`src/rtl/gn3_pkg.sv`:
```
// Shared types, fixed-point constants and the gradient select function for the
// gradient noise pipeline. Depends on nothing.
package gn3_pkg;

  localparam int FRAC_BITS = 16;
  localparam int CELL_BITS = 8;

  // Unsigned fraction, signed corner offset, signed gradient dot product,
  // signed blended value and unsigned weight (0 to 1.0 inclusive).
  typedef logic [FRAC_BITS-1:0]        frac_t;
  typedef logic signed [FRAC_BITS:0]   off_t;
  typedef logic signed [FRAC_BITS+1:0] grad_t;
  typedef logic signed [FRAC_BITS+2:0] val_t;
  typedef logic [FRAC_BITS:0]          wt_t;
  typedef logic [CELL_BITS-1:0]        cell_t;

  localparam wt_t WT_ONE = wt_t'(1) << FRAC_BITS;

  // Term thresholds and codes that pick x as second term when upper bits are set.
  localparam logic [3:0] H_ALT_X0 = 4'd12;
  localparam logic [3:0] H_ALT_X1 = 4'd14;
  localparam logic [3:0] H_USE_Y  = 4'd8;
  localparam logic [3:0] H_V_Y    = 4'd4;

  // Dot product of the corner offset with the edge gradient that the code h picks.
  function automatic grad_t grad3(input logic [3:0] h, input off_t x, input off_t y,
                                  input off_t z);
    off_t  u;
    off_t  v;
    grad_t us;
    grad_t vs;
    u = (h < H_USE_Y) ? x : y;
    v = (h < H_V_Y) ? y : (((h == H_ALT_X0) || (h == H_ALT_X1)) ? x : z);
    us = grad_t'(u);
    vs = grad_t'(v);
    if (h[0]) us = -us;
    if (h[1]) vs = -vs;
    return us + vs;
  endfunction

endpackage

```
`src/rtl/gn3_lerp.sv`:
```
// Two-stage linear blend a + round(t * (b - a)): product, then rounded sum.
// Depends on gn3_pkg; stage enables come from the top level pipeline.
module gn3_lerp
  import gn3_pkg::*;
(
  input  logic       clk,
  input  logic [1:0] en,
  input  val_t       a,
  input  val_t       b,
  input  wt_t        t,
  output val_t       y
);

  localparam int PW = 2 * FRAC_BITS + 6;
  localparam logic signed [PW-1:0] HALF = PW'(1) << (FRAC_BITS - 1);

  logic signed [FRAC_BITS+3:0] diff;
  logic signed [FRAC_BITS+1:0] tt;
  logic signed [PW-1:0]        prod;
  logic signed [PW-1:0]        rnd;
  val_t                        a_r;

  assign diff = {b[FRAC_BITS+2], b} - {a[FRAC_BITS+2], a};
  assign tt   = {1'b0, t};
  assign rnd  = (prod + HALF) >>> FRAC_BITS;

  always_ff @(posedge clk) begin
    if (en[0]) begin
      prod <= PW'(diff) * PW'(tt);
      a_r  <= a;
    end
    if (en[1]) begin
      y <= a_r + rnd[FRAC_BITS+2:0];
    end
  end

endmodule

```
`config.mk`:
```
export PLATFORM = sky130hd
export DESIGN_NAME = gn3_lerp
export DESIGN_NICKNAME = d
export VERILOG_FILES = /design/src/rtl/gn3_pkg.sv /design/src/rtl/gn3_lerp.sv
export SDC_FILE = /design/constraint.sdc
export NUM_CORES = 1
export LEC_CHECK = 0
export BUFFER_PORTS_ARGS = -buffer_cell sky130_fd_sc_hd__buf_2
export CORE_ASPECT_RATIO = 0.9
export CORE_MARGIN = 1
export CORE_UTILIZATION = 50
export DETAILED_ROUTE_END_ITERATION = 8
export PLACE_DENSITY = 0.67
export SLEW_MARGIN = 20
export SYNTH_ARGS = -nofsm -noshare
export SYNTH_HDL_FRONTEND = slang
export SYNTH_SLANG_ARGS = --single-unit
```
`constraint.sdc`:
```
create_clock -name clk -period 11.7 [get_ports clk]
set_clock_uncertainty 0.15 [all_clocks]
set_input_delay 1.755 -clock clk [delete_from_list [all_inputs] [get_ports clk]]
set_output_delay 1.755 -clock clk [all_outputs]
set_load 0.05 [all_outputs]
```
==> results_dict.tcl <==
set metrics [dict create \
    ctsResizeCount 0 \
    yosys_warnings 0 \
    rrSetupSlack_ns 8.06 \
    ctsHoldBuffers 0 \
    critical_path_buf_inv_count 4 \
    grt_pass1_wl_um 61000 \
    crit_family "adder cells" \
    viasPerCell 5.17 \
    drt-total-wl_um 36300 \
    drcViolationCount 0 \
    num-nets-final 2198 \
    synth-seq-cells 58 \
    cap_violations 0 \
    worst_path_max_delay_cell "xnor2_1" \
    synth_top_area_share_pct 41.4 \
    critPathCaptureType "flop" \
    portBuffers 76 \
    hold_violations 0 \
    cts_buffers 9 \
    cts_tree "done" \
    worst_hold_path.endpoint "y[0]" \
    maxSlewViolCount 0 \
    startpoint_type "input port" \
    reg2reg_depth 12 \
    globalRouteOverflowTotal 0 \
    syn_area_um2 15400 \
    crit_top_cell "fa_1" \
    layout_setup_ws_ns 1.63 \
    die_y_um 168 \
    r2r-end "y[18]" \
    synth_commonest_cells "427 x inv_1, 318 x fa_1, 175 x nand2_1" \
    tightest_slew_ns 1.15 \
    clock_path_buffers 2 \
    die_x_um 187 \
    dp_slack_ns 1.39 \
    io_pins 77 \
    yosys.area.top_type "fa_1" \
    area_growth_pct 7.46 \
    path_class "in2reg" \
    ant_nets 0 \
    outcome "finished clean" \
    syn_avg_cell_area_um2 9.34 \
    hp-class "reg2reg" \
    dp_hpwl_um 29600 \
    initial_core_util_pct 51.1 \
    wl_per_cell_um 17.2 \
    antenna_cells 0 \
    synth-edff-count 58 \
    synth_most_common_cell "inv_1" \
    hold_depth 1 \
    antenna_found_initial 0 \
    first_pass_iters 5 \
    path_clk_slew_ns 0.06 \
    rsz0062_at_grt "no" \
    gp_congestion 0.853 \
    clock-sinks 58 \
    std_cell_rows 60 \
    async_flop_share_pct 0 \
    crit_path_max_fanout 11 \
    r2r-start "prod[15]" \
    fmax_ghz 0.0993 \
    fin_util_pct 55.0 \
    fin_setup_tns_ns 0 \
    hold_start "a_r[0]" \
    drtIter0Drc 598 \
    insertion_delay_ns 0.34 \
    arrival_ns 10.01 \
    fin_crit_sh_pct 86.1 \
    drive_gt1_share_pct 7.04 \
    synthFlopType "edfxtp_1" \
    cts_root_buf "clkbuf_16" \
    grt_pass1_vias 11900 \
    seq_area_frac_synth_pct 11.3 \
    maxSlewHeadroom_pct 22.9 \
    setup_viol 0 \
    post_cts_buffers 0 \
    syn-num-nets 2147 \
    fillers 2699 \
    fp.dieArea_um2 31500 \
    cpPeakStageDelay_ns 0.90 \
    yosysUniqueCellTypes 52 \
    grt_max_degree 40 \
    postSynthCellCount 1648 \
    htree_num_levels 3 \
    finalCriticalPeriod_ns 10.07 \
    num_vias 10900 \
    synth_area_leaders "fa_1 41%, edfxtp_1 11%, inv_1 10%" \
    coreArea_um2 30100 \
    critPathRequiredTime_ns 11.64 \
    grt_use_total_pct 24.6 \
]
cell usage in the layout (no fill, tap or decap), types with 2 or more instances in the layout:
cell	synthesis	final
inv_1	427	427
xnor2_1	66	66
clkbuf_16	0	9
nor3_1	13	13
and3_1	12	12
clkinv_4	0	3
nor2b_1	29	29
nand2_1	175	175
nor2_1	37	37
nand3_1	14	14
a21oi_1	40	40
xor2_2	1	3
o21ai_0	10	10
inv_2	2	2
buf_4	0	16
o31a_1	2	2
fa_1	318	318
o31ai_1	3	3
or4_1	3	3
a221oi_1	4	4
bufinv_16	0	2
nand4_1	6	6
a211oi_1	2	2
or3_1	2	2
and2_1	155	155
o21ai_1	4	4
a21o_1	19	19
o21a_1	14	14
a31oi_1	3	3
nand2b_1	11	11
edfxtp_1	58	58
buf_2	3	76
ha_1	123	123
xor2_1	22	20
area by class of cell:
cell class	instances	area [um^2]	share of cell area, %
clock buffers	9	225	1.36
well taps	403	504	3.05
flip-flops and latches	58	1740	10.5
repair buffers	92	500	3.03
multi-input cells	1109	11900	71.7
inverters	429	1610	9.73
clock inverters	7	103	0.620
per-layer routing:
layer	wire length [um]	global-route usage, %	up-vias	part of all wire [%]
li1	-	-	4982	-
met1	16900	35.2	5548	46
met2	16900	40.7	344	47
met3	2240	3.23	26	6.2
met4	273	4.38	0	0.75
met5	0	0	-	0
worst max-delay path by stage:
| stage | start | to | slack, ns | cells past startpoint |
|---|---|---|---|---|
| after floorplan | b[0] | prod[34] | 2.22 | 31 |
| after detailed placement | a[0] | prod[34] | 1.39 | 28 |
| after global routing | a[5] | prod[34] | 1.24 | 28 |
| final | a[0] | prod[34] | 1.63 | 28 |
| after CTS | a[0] | prod[34] | 1.72 | 28 |
| after global placement | a[0] | prod[34] | 1.53 | 31 |
registers in the layout, summed over array words and instances (netlist names):
register / count
a_r: 19
y: 19
prod: 20
cell families after synthesis:
logic type | after synthesis | share of synthesized area, %
simple gates | 463 | 15.2
fa+ha+maj | 441 | 51.3
buf+inv | 481 | 11.8
flops | 58 | 11.3
xor+xnor | 90 | 5.26
compound gates | 115 | 5.09
through the flow:
step | cell area (um^2) | std cells | hold slack [ns]
6_report | 16500 | 2107 | 0.421
5_1_grt | 16500 | 2107 | 0.436
4_1_cts | 16500 | 2107 | 0.422
3_5_place_dp | 16200 | 2091 | 0.393
3_3_place_gp | 16200 | 2091 | 0.417
2_1_floorplan | 15400 | 1648 | 0.376
Power is left out: the tool's default activity adds up to more than one toggle a clock period on the data nets, which glitch-free logic cannot reach.
