`config.mk`:
```
export PLATFORM = sky130hd
export DESIGN_NAME = gn3_fade
export DESIGN_NICKNAME = d
export VERILOG_FILES = /design/src/rtl/gn3_pkg.sv /design/src/rtl/gn3_fade.sv
export SDC_FILE = /design/constraint.sdc
export NUM_CORES = 2
export LEC_CHECK = 0
export BUFFER_PORTS_ARGS = -buffer_cell sky130_fd_sc_hd__buf_2
export CAP_MARGIN = 20
export CORE_ASPECT_RATIO = 1.1
export CORE_MARGIN = 10
export CORE_UTILIZATION = 67
export CTS_CLUSTER_SIZE = 24
export DETAILED_ROUTE_END_ITERATION = 10
export PLACE_DENSITY = 0.84
export REMOVE_ABC_BUFFERS = 1
export SYNTH_ARGS = -nofsm -noshare
export SYNTH_HDL_FRONTEND = slang
export SYNTH_SLANG_ARGS = --single-unit
export TNS_END_PERCENT = 20
```
`constraint.sdc`:
```
create_clock -name clk -period 14.5 [get_ports clk]
set_input_delay 0.725 -clock clk [delete_from_list [all_inputs] [get_ports clk]]
set_output_delay 0.725 -clock clk [all_outputs]
set_load 0.02 [all_outputs]
```
`src/rtl/gn3_pkg.sv`:
```
// Shared types, fixed-point constants and the gradient select function for the
// gradient noise pipeline. Depends on nothing.
package gn3_pkg;

  localparam int FRAC_BITS = 16;
  localparam int CELL_BITS = 8;

  // Unsigned fraction, signed corner offset, signed gradient dot product,
  // signed blended value and unsigned weight (0 to 1.0 inclusive).
  typedef logic [FRAC_BITS-1:0]        frac_t;
  typedef logic signed [FRAC_BITS:0]   off_t;
  typedef logic signed [FRAC_BITS+1:0] grad_t;
  typedef logic signed [FRAC_BITS+2:0] val_t;
  typedef logic [FRAC_BITS:0]          wt_t;
  typedef logic [CELL_BITS-1:0]        cell_t;

  localparam wt_t WT_ONE = wt_t'(1) << FRAC_BITS;

  // Term thresholds and codes that pick x as second term when upper bits are set.
  localparam logic [3:0] H_ALT_X0 = 4'd12;
  localparam logic [3:0] H_ALT_X1 = 4'd14;
  localparam logic [3:0] H_USE_Y  = 4'd8;
  localparam logic [3:0] H_V_Y    = 4'd4;

  // Dot product of the corner offset with the edge gradient that the code h picks.
  function automatic grad_t grad3(input logic [3:0] h, input off_t x, input off_t y,
                                  input off_t z);
    off_t  u;
    off_t  v;
    grad_t us;
    grad_t vs;
    u = (h < H_USE_Y) ? x : y;
    v = (h < H_V_Y) ? y : (((h == H_ALT_X0) || (h == H_ALT_X1)) ? x : z);
    us = grad_t'(u);
    vs = grad_t'(v);
    if (h[0]) us = -us;
    if (h[1]) vs = -vs;
    return us + vs;
  endfunction

endpackage

```
`src/rtl/gn3_fade.sv`:
```
// Three-stage quintic fade 6t^5 - 15t^4 + 10t^3 with rounded products.
// Depends on gn3_pkg; stage enables come from the top level pipeline.
module gn3_fade
  import gn3_pkg::*;
(
  input  logic       clk,
  input  logic [2:0] en,
  input  frac_t      f,
  output wt_t        fade_out
);

  localparam int FW = FRAC_BITS + 4;
  localparam logic [FW-1:0] ONE_W = FW'(1) << FRAC_BITS;
  localparam logic [2*FW-1:0] HALF = (2*FW)'(1) << (FRAC_BITS - 1);

  logic [FW-1:0]   sarg;
  logic [2*FW-1:0] p_s;
  logic [2*FW-1:0] p_c;
  logic [FW-1:0]   s1;
  logic [FW-1:0]   c1;
  frac_t           f1;
  logic [FW-1:0]   b_val;
  logic [2*FW-1:0] p_d;
  logic [FW-1:0]   d2;
  logic [FW-1:0]   b2;
  logic [2*FW-1:0] p_r;
  logic [FW-1:0]   r_val;

  assign sarg  = FW'(15) * ONE_W - FW'(6) * FW'(f);
  assign p_s   = (2*FW)'(f) * (2*FW)'(sarg) + HALF;
  assign p_c   = (2*FW)'(f) * (2*FW)'(f) + HALF;
  assign b_val = FW'(10) * ONE_W - s1;
  assign p_d   = (2*FW)'(c1) * (2*FW)'(f1) + HALF;
  assign p_r   = (2*FW)'(d2) * (2*FW)'(b2) + HALF;
  assign r_val = p_r[FRAC_BITS +: FW];

  always_ff @(posedge clk) begin
    if (en[0]) begin
      s1 <= p_s[FRAC_BITS +: FW];
      c1 <= p_c[FRAC_BITS +: FW];
      f1 <= f;
    end
    if (en[1]) begin
      d2 <= p_d[FRAC_BITS +: FW];
      b2 <= b_val;
    end
    if (en[2]) begin
      fade_out <= (r_val > FW'(WT_ONE)) ? WT_ONE : r_val[FRAC_BITS:0];
    end
  end

endmodule

```
==> impl_summary.log <==
[metrics] share of Yosys cell area claimed by the top area cell type: 0.433
[metrics] average wire per standard cell: 18.7 um
[metrics] initial DRC count: 1976
[metrics] sequential area share after synthesis: 0.0769
[metrics] metal1 wirelength: 35600 um
[metrics] type of destination of the critical path: flop
[metrics] total of endpoints with negative setup slack in the final report: 0
[metrics] dominant combinational cell family by area after synthesis: adder cells
[metrics] Min Clock Period, post-route: ~11 ns
[metrics] Critical Path Max Stage Delay: 0.83 ns
[metrics] met3 wire length: 7590 um
[metrics] total via count in the routed design: 31100
[metrics] die height: 286 um
[metrics] top layer in use: met4
[metrics] path depth of the worst reg2reg path: 23
[metrics] CTS Root Buffer Type: sky130_fd_sc_hd__clkbuf_16
[metrics] area overhead of the layout relative to synthesis: 2.66%
[metrics] number of hold violations in the final report: 0
[metrics] share of final-layout standard cells stronger than drive strength 1: 0.0281
[metrics] Min-Delay Startpoint: s1[0]$_DFFE_PP_
[metrics] number of synthesized flops with an enable pin: 110
[metrics] number of iterations in the first detailed-routing pass: 5
[metrics] terminus of the critical flop-to-flop path: fade_out[13]$_SDFFCE_PN0P_
[metrics] placed wire-length estimate: 79500 um
[metrics] maximum level of the CTS H-tree: 3
[metrics] cell taking the most area after synthesis: sky130_fd_sc_hd__fa_1
[metrics] highest fanout seen on the critical path: 29
[metrics] outcome: finished clean
[metrics] number of global-route vias before repair: 34700
[metrics] Initial Util: 0.675
[metrics] diode insertion count for antenna repair: 0
[metrics] Critical Path AT: 10.84 ns
[metrics] mux contribution to synthesized area: 0.00521
[metrics] site row count: 97
[metrics] clock latency on the worst-skew pair: around 0.38 ns
[metrics] clk slew on worst S/H paths: 0.07 ns
[metrics] synthesized-area fraction occupied by ao, oa, aoi and oai cells: 0.0446
[metrics] DR vias/cell: 5.77
[metrics] Clock Skew: 0.0119 ns
[metrics] worst-case headroom to the max-slew limit: 0.249
[metrics] worst hold path cell count: 0
[metrics] wire length of the first global-routing pass: 170000 um
[metrics] number of clock buffers inserted by TritonCTS: 9
[metrics] count of cell types in the netlist: 79
[metrics] required time of the critical path: 14.63 ns
[metrics] r2r startpoint: b2[6]$_DFFE_PP_
[metrics] setup_tns: 0 ns
[metrics] setup repair after global routing missed its margin: no
[metrics] Synth Register Bits: 110
[metrics] HP Class: flop to flop
[metrics] critical path's slowest cell: sky130_fd_sc_hd__or4_1
[metrics] Tightest Pin Transition: 1.13 ns
[metrics] CTS tree: yes
[metrics] fraction of the mapped netlist area in simple logic gates: 0.148
[metrics] most area-consuming cells after synthesis: sky130_fd_sc_hd__fa_1 43%, sky130_fd_sc_hd__ha_1 15%, sky130_fd_sc_hd__inv_1 10%, sky130_fd_sc_hd__edfxtp_1 7.7%, sky130_fd_sc_hd__and2_1 5.8%
[metrics] type of element launching the critical path: primary input
[metrics] register-to-register setup slack: 5.67 ns
[metrics] pin count of the biggest net entering global routing: 54
[metrics] xor and xnor fraction of the mapped netlist area: 0.0245
[metrics] number of nets in the layout: 6010
[metrics] final routed DRC violation total: 0
[metrics] dominant synthesized flop cell: sky130_fd_sc_hd__edfxtp_1
[metrics] core area: 63600 um2
[metrics] Max clock buf depth: 2
[metrics] final cycle utilization of the critical path: 0.739
[metrics] Hold Crit Endpoint: b2[0]$_DFFE_PP_
[metrics] initial antenna violation count: 1
[metrics] buffer count from post-CTS setup fixing: 0
[metrics] share of synthesized cell area in full adder, half adder and majority cells: 0.583
[metrics] cell area after technology mapping: 43000 um2
[metrics] Syn Area/Cell: 9.25 um2
[metrics] area of the die: between 70000 and 80000 um2
[metrics] number of max-cap violations: 0
[metrics] width of the die: approximately 260 um
[metrics] GRT Util Overall: 0.284
[metrics] worst setup path category: primary input to flop
[metrics] hold buffers post-CTS: 0
[metrics] maximum clock rate: 93.3 MHz
[metrics] Boundary Pins: 37
[metrics] met2 wirelength from detailed routing: 51600 um
[metrics] count of pins over their slew limit: 0
[metrics] FFs w/ async S/R, synth: 0
[metrics] dominant cell type by count on the critical path: sky130_fd_sc_hd__fa_1
[metrics] synth warn: 0
[metrics] synthesized instance count: 4646
[metrics] placer congestion estimate: 0.928
[metrics] number of buffer cells added on primary ports: 36
[metrics] wirelength, routed: 101000 um
[metrics] overflow left after global routing: 0
[metrics] number of fillers in the final layout: 4677
[metrics] # clock sinks: 110
[metrics] Resize count post-CTS: 0
[metrics] number of nets with antenna violations after detailed routing: 0
==> area by class of cell <==
class	count	area, um2	share of cell area
repair buffers	80	514	0.0117
flip-flops and latches	110	3300	0.0749
multi-input cells	3193	34600	0.785
well taps	841	1050	0.0239
clock buffers	10	229	0.00519
clock inverters	6	46.3	0.00105
inverters	1152	4320	0.0981
==> cell families after synthesis <==
kind of cell	count (synthesis)
adders and majority gates	1444
AOI/OAI and AO/OA	279
buffers and inverters	1343
DFF	110
xor gates and xnor gates	118
and+or+nand+nor	1331
muxes	21
==> per-stage QoR <==
stage / util / instance area, um2 / hold WS [ns] / setup slack (ns) / instances
after global placement: 0.689 / 43800 / 0.467 / 3.74 / 5375
after CTS: 0.693 / 44100 / 0.481 / 3.89 / 5391
after global routing: 0.693 / 44100 / 0.514 / 3.34 / 5392
final: 0.693 / 44100 / 0.482 / 3.79 / 5392
after detailed placement: 0.689 / 43800 / 0.473 / 3.55 / 5375
after floorplan: - / 42200 / 0.451 / 5.43 / 4455
==> layer usage <==
layer / vias to the layer above / GRT usage
met5: - / 0
met4: 0 / 0.150
met3: 406 / 0.0344
met2: 1454 / 0.505
met1: 15600 / 0.331
li1: 13600 / -
==> sequential cells by signal (all words and copies together) (netlist names) <==
signal and cells:
f1 16, d2 20, fade_out 17, c1 17, b2 20, s1 20
==> cells in the final DEF (no fill, tap or decap), types with 23 or more instances in the layout <==
cell type	n
sky130_fd_sc_hd__buf_2	36
sky130_fd_sc_hd__o21ai_0	44
sky130_fd_sc_hd__a21oi_1	72
sky130_fd_sc_hd__a21o_1	37
sky130_fd_sc_hd__xor2_1	32
sky130_fd_sc_hd__xnor2_1	79
sky130_fd_sc_hd__nand3_1	23
sky130_fd_sc_hd__inv_1	1145
sky130_fd_sc_hd__ha_1	515
sky130_fd_sc_hd__nor3_1	27
sky130_fd_sc_hd__nand2_1	656
sky130_fd_sc_hd__and2_1	396
sky130_fd_sc_hd__nor2_1	134
sky130_fd_sc_hd__fa_1	929
sky130_fd_sc_hd__edfxtp_1	110
sky130_fd_sc_hd__buf_4	43
==> Yosys cell counts (4+ instances only) <==
master / n
sky130_fd_sc_hd__a21o_1: 37
sky130_fd_sc_hd__a31o_2: 4
sky130_fd_sc_hd__clkbuf_1: 181
sky130_fd_sc_hd__inv_1: 1145
sky130_fd_sc_hd__o21ai_0: 44
sky130_fd_sc_hd__a211o_1: 6
sky130_fd_sc_hd__edfxtp_1: 110
sky130_fd_sc_hd__and3_1: 12
sky130_fd_sc_hd__nor3_1: 27
sky130_fd_sc_hd__fa_1: 929
sky130_fd_sc_hd__o21a_1: 15
sky130_fd_sc_hd__a31oi_1: 9
sky130_fd_sc_hd__a2111o_1: 4
sky130_fd_sc_hd__and2_1: 396
sky130_fd_sc_hd__o21bai_1: 5
sky130_fd_sc_hd__nand2_1: 656
sky130_fd_sc_hd__a211oi_1: 15
sky130_fd_sc_hd__a22oi_1: 5
sky130_fd_sc_hd__buf_2: 5
sky130_fd_sc_hd__or3_1: 10
sky130_fd_sc_hd__mux2i_1: 19
sky130_fd_sc_hd__a21oi_1: 72
sky130_fd_sc_hd__nand3_1: 23
sky130_fd_sc_hd__nand2b_1: 19
sky130_fd_sc_hd__a21oi_2: 4
sky130_fd_sc_hd__xor2_1: 32
sky130_fd_sc_hd__o31ai_1: 6
sky130_fd_sc_hd__xnor2_1: 85
sky130_fd_sc_hd__o21ai_1: 5
sky130_fd_sc_hd__ha_1: 515
sky130_fd_sc_hd__nor2_1: 134
sky130_fd_sc_hd__or2_2: 4
sky130_fd_sc_hd__nor4_1: 7
sky130_fd_sc_hd__nor2b_1: 15
sky130_fd_sc_hd__clkinv_1: 6
sky130_fd_sc_hd__o211ai_1: 5
sky130_fd_sc_hd__nand4_1: 11
==> critical path: cells and delay by family <==
kind | cells | cell delay [ns]
compound gates | 11 | 3.39
buf+inv | 6 | 1.33
simple gates | 2 | 1.21
mux | 1 | 0.30
xor+xnor | 1 | 0.07
fa+ha+maj | 8 | 3.78
==> worst max-delay path by stage <==
stage                     start  slack [ns]  depth (start not counted)               end
final                      f[4]        3.79                         29  s1[19]$_DFFE_PP_
after floorplan            f[4]        5.43                         28  s1[19]$_DFFE_PP_
after CTS                  f[4]        3.89                         29  s1[19]$_DFFE_PP_
after global routing       f[4]        3.34                         29  s1[19]$_DFFE_PP_
after global placement     f[4]        3.74                         29  s1[19]$_DFFE_PP_
after detailed placement   f[4]        3.55                         29  s1[19]$_DFFE_PP_
Power is not shown: default switching activity piles up to over one toggle a cycle in this logic, so the estimate is an artifact.
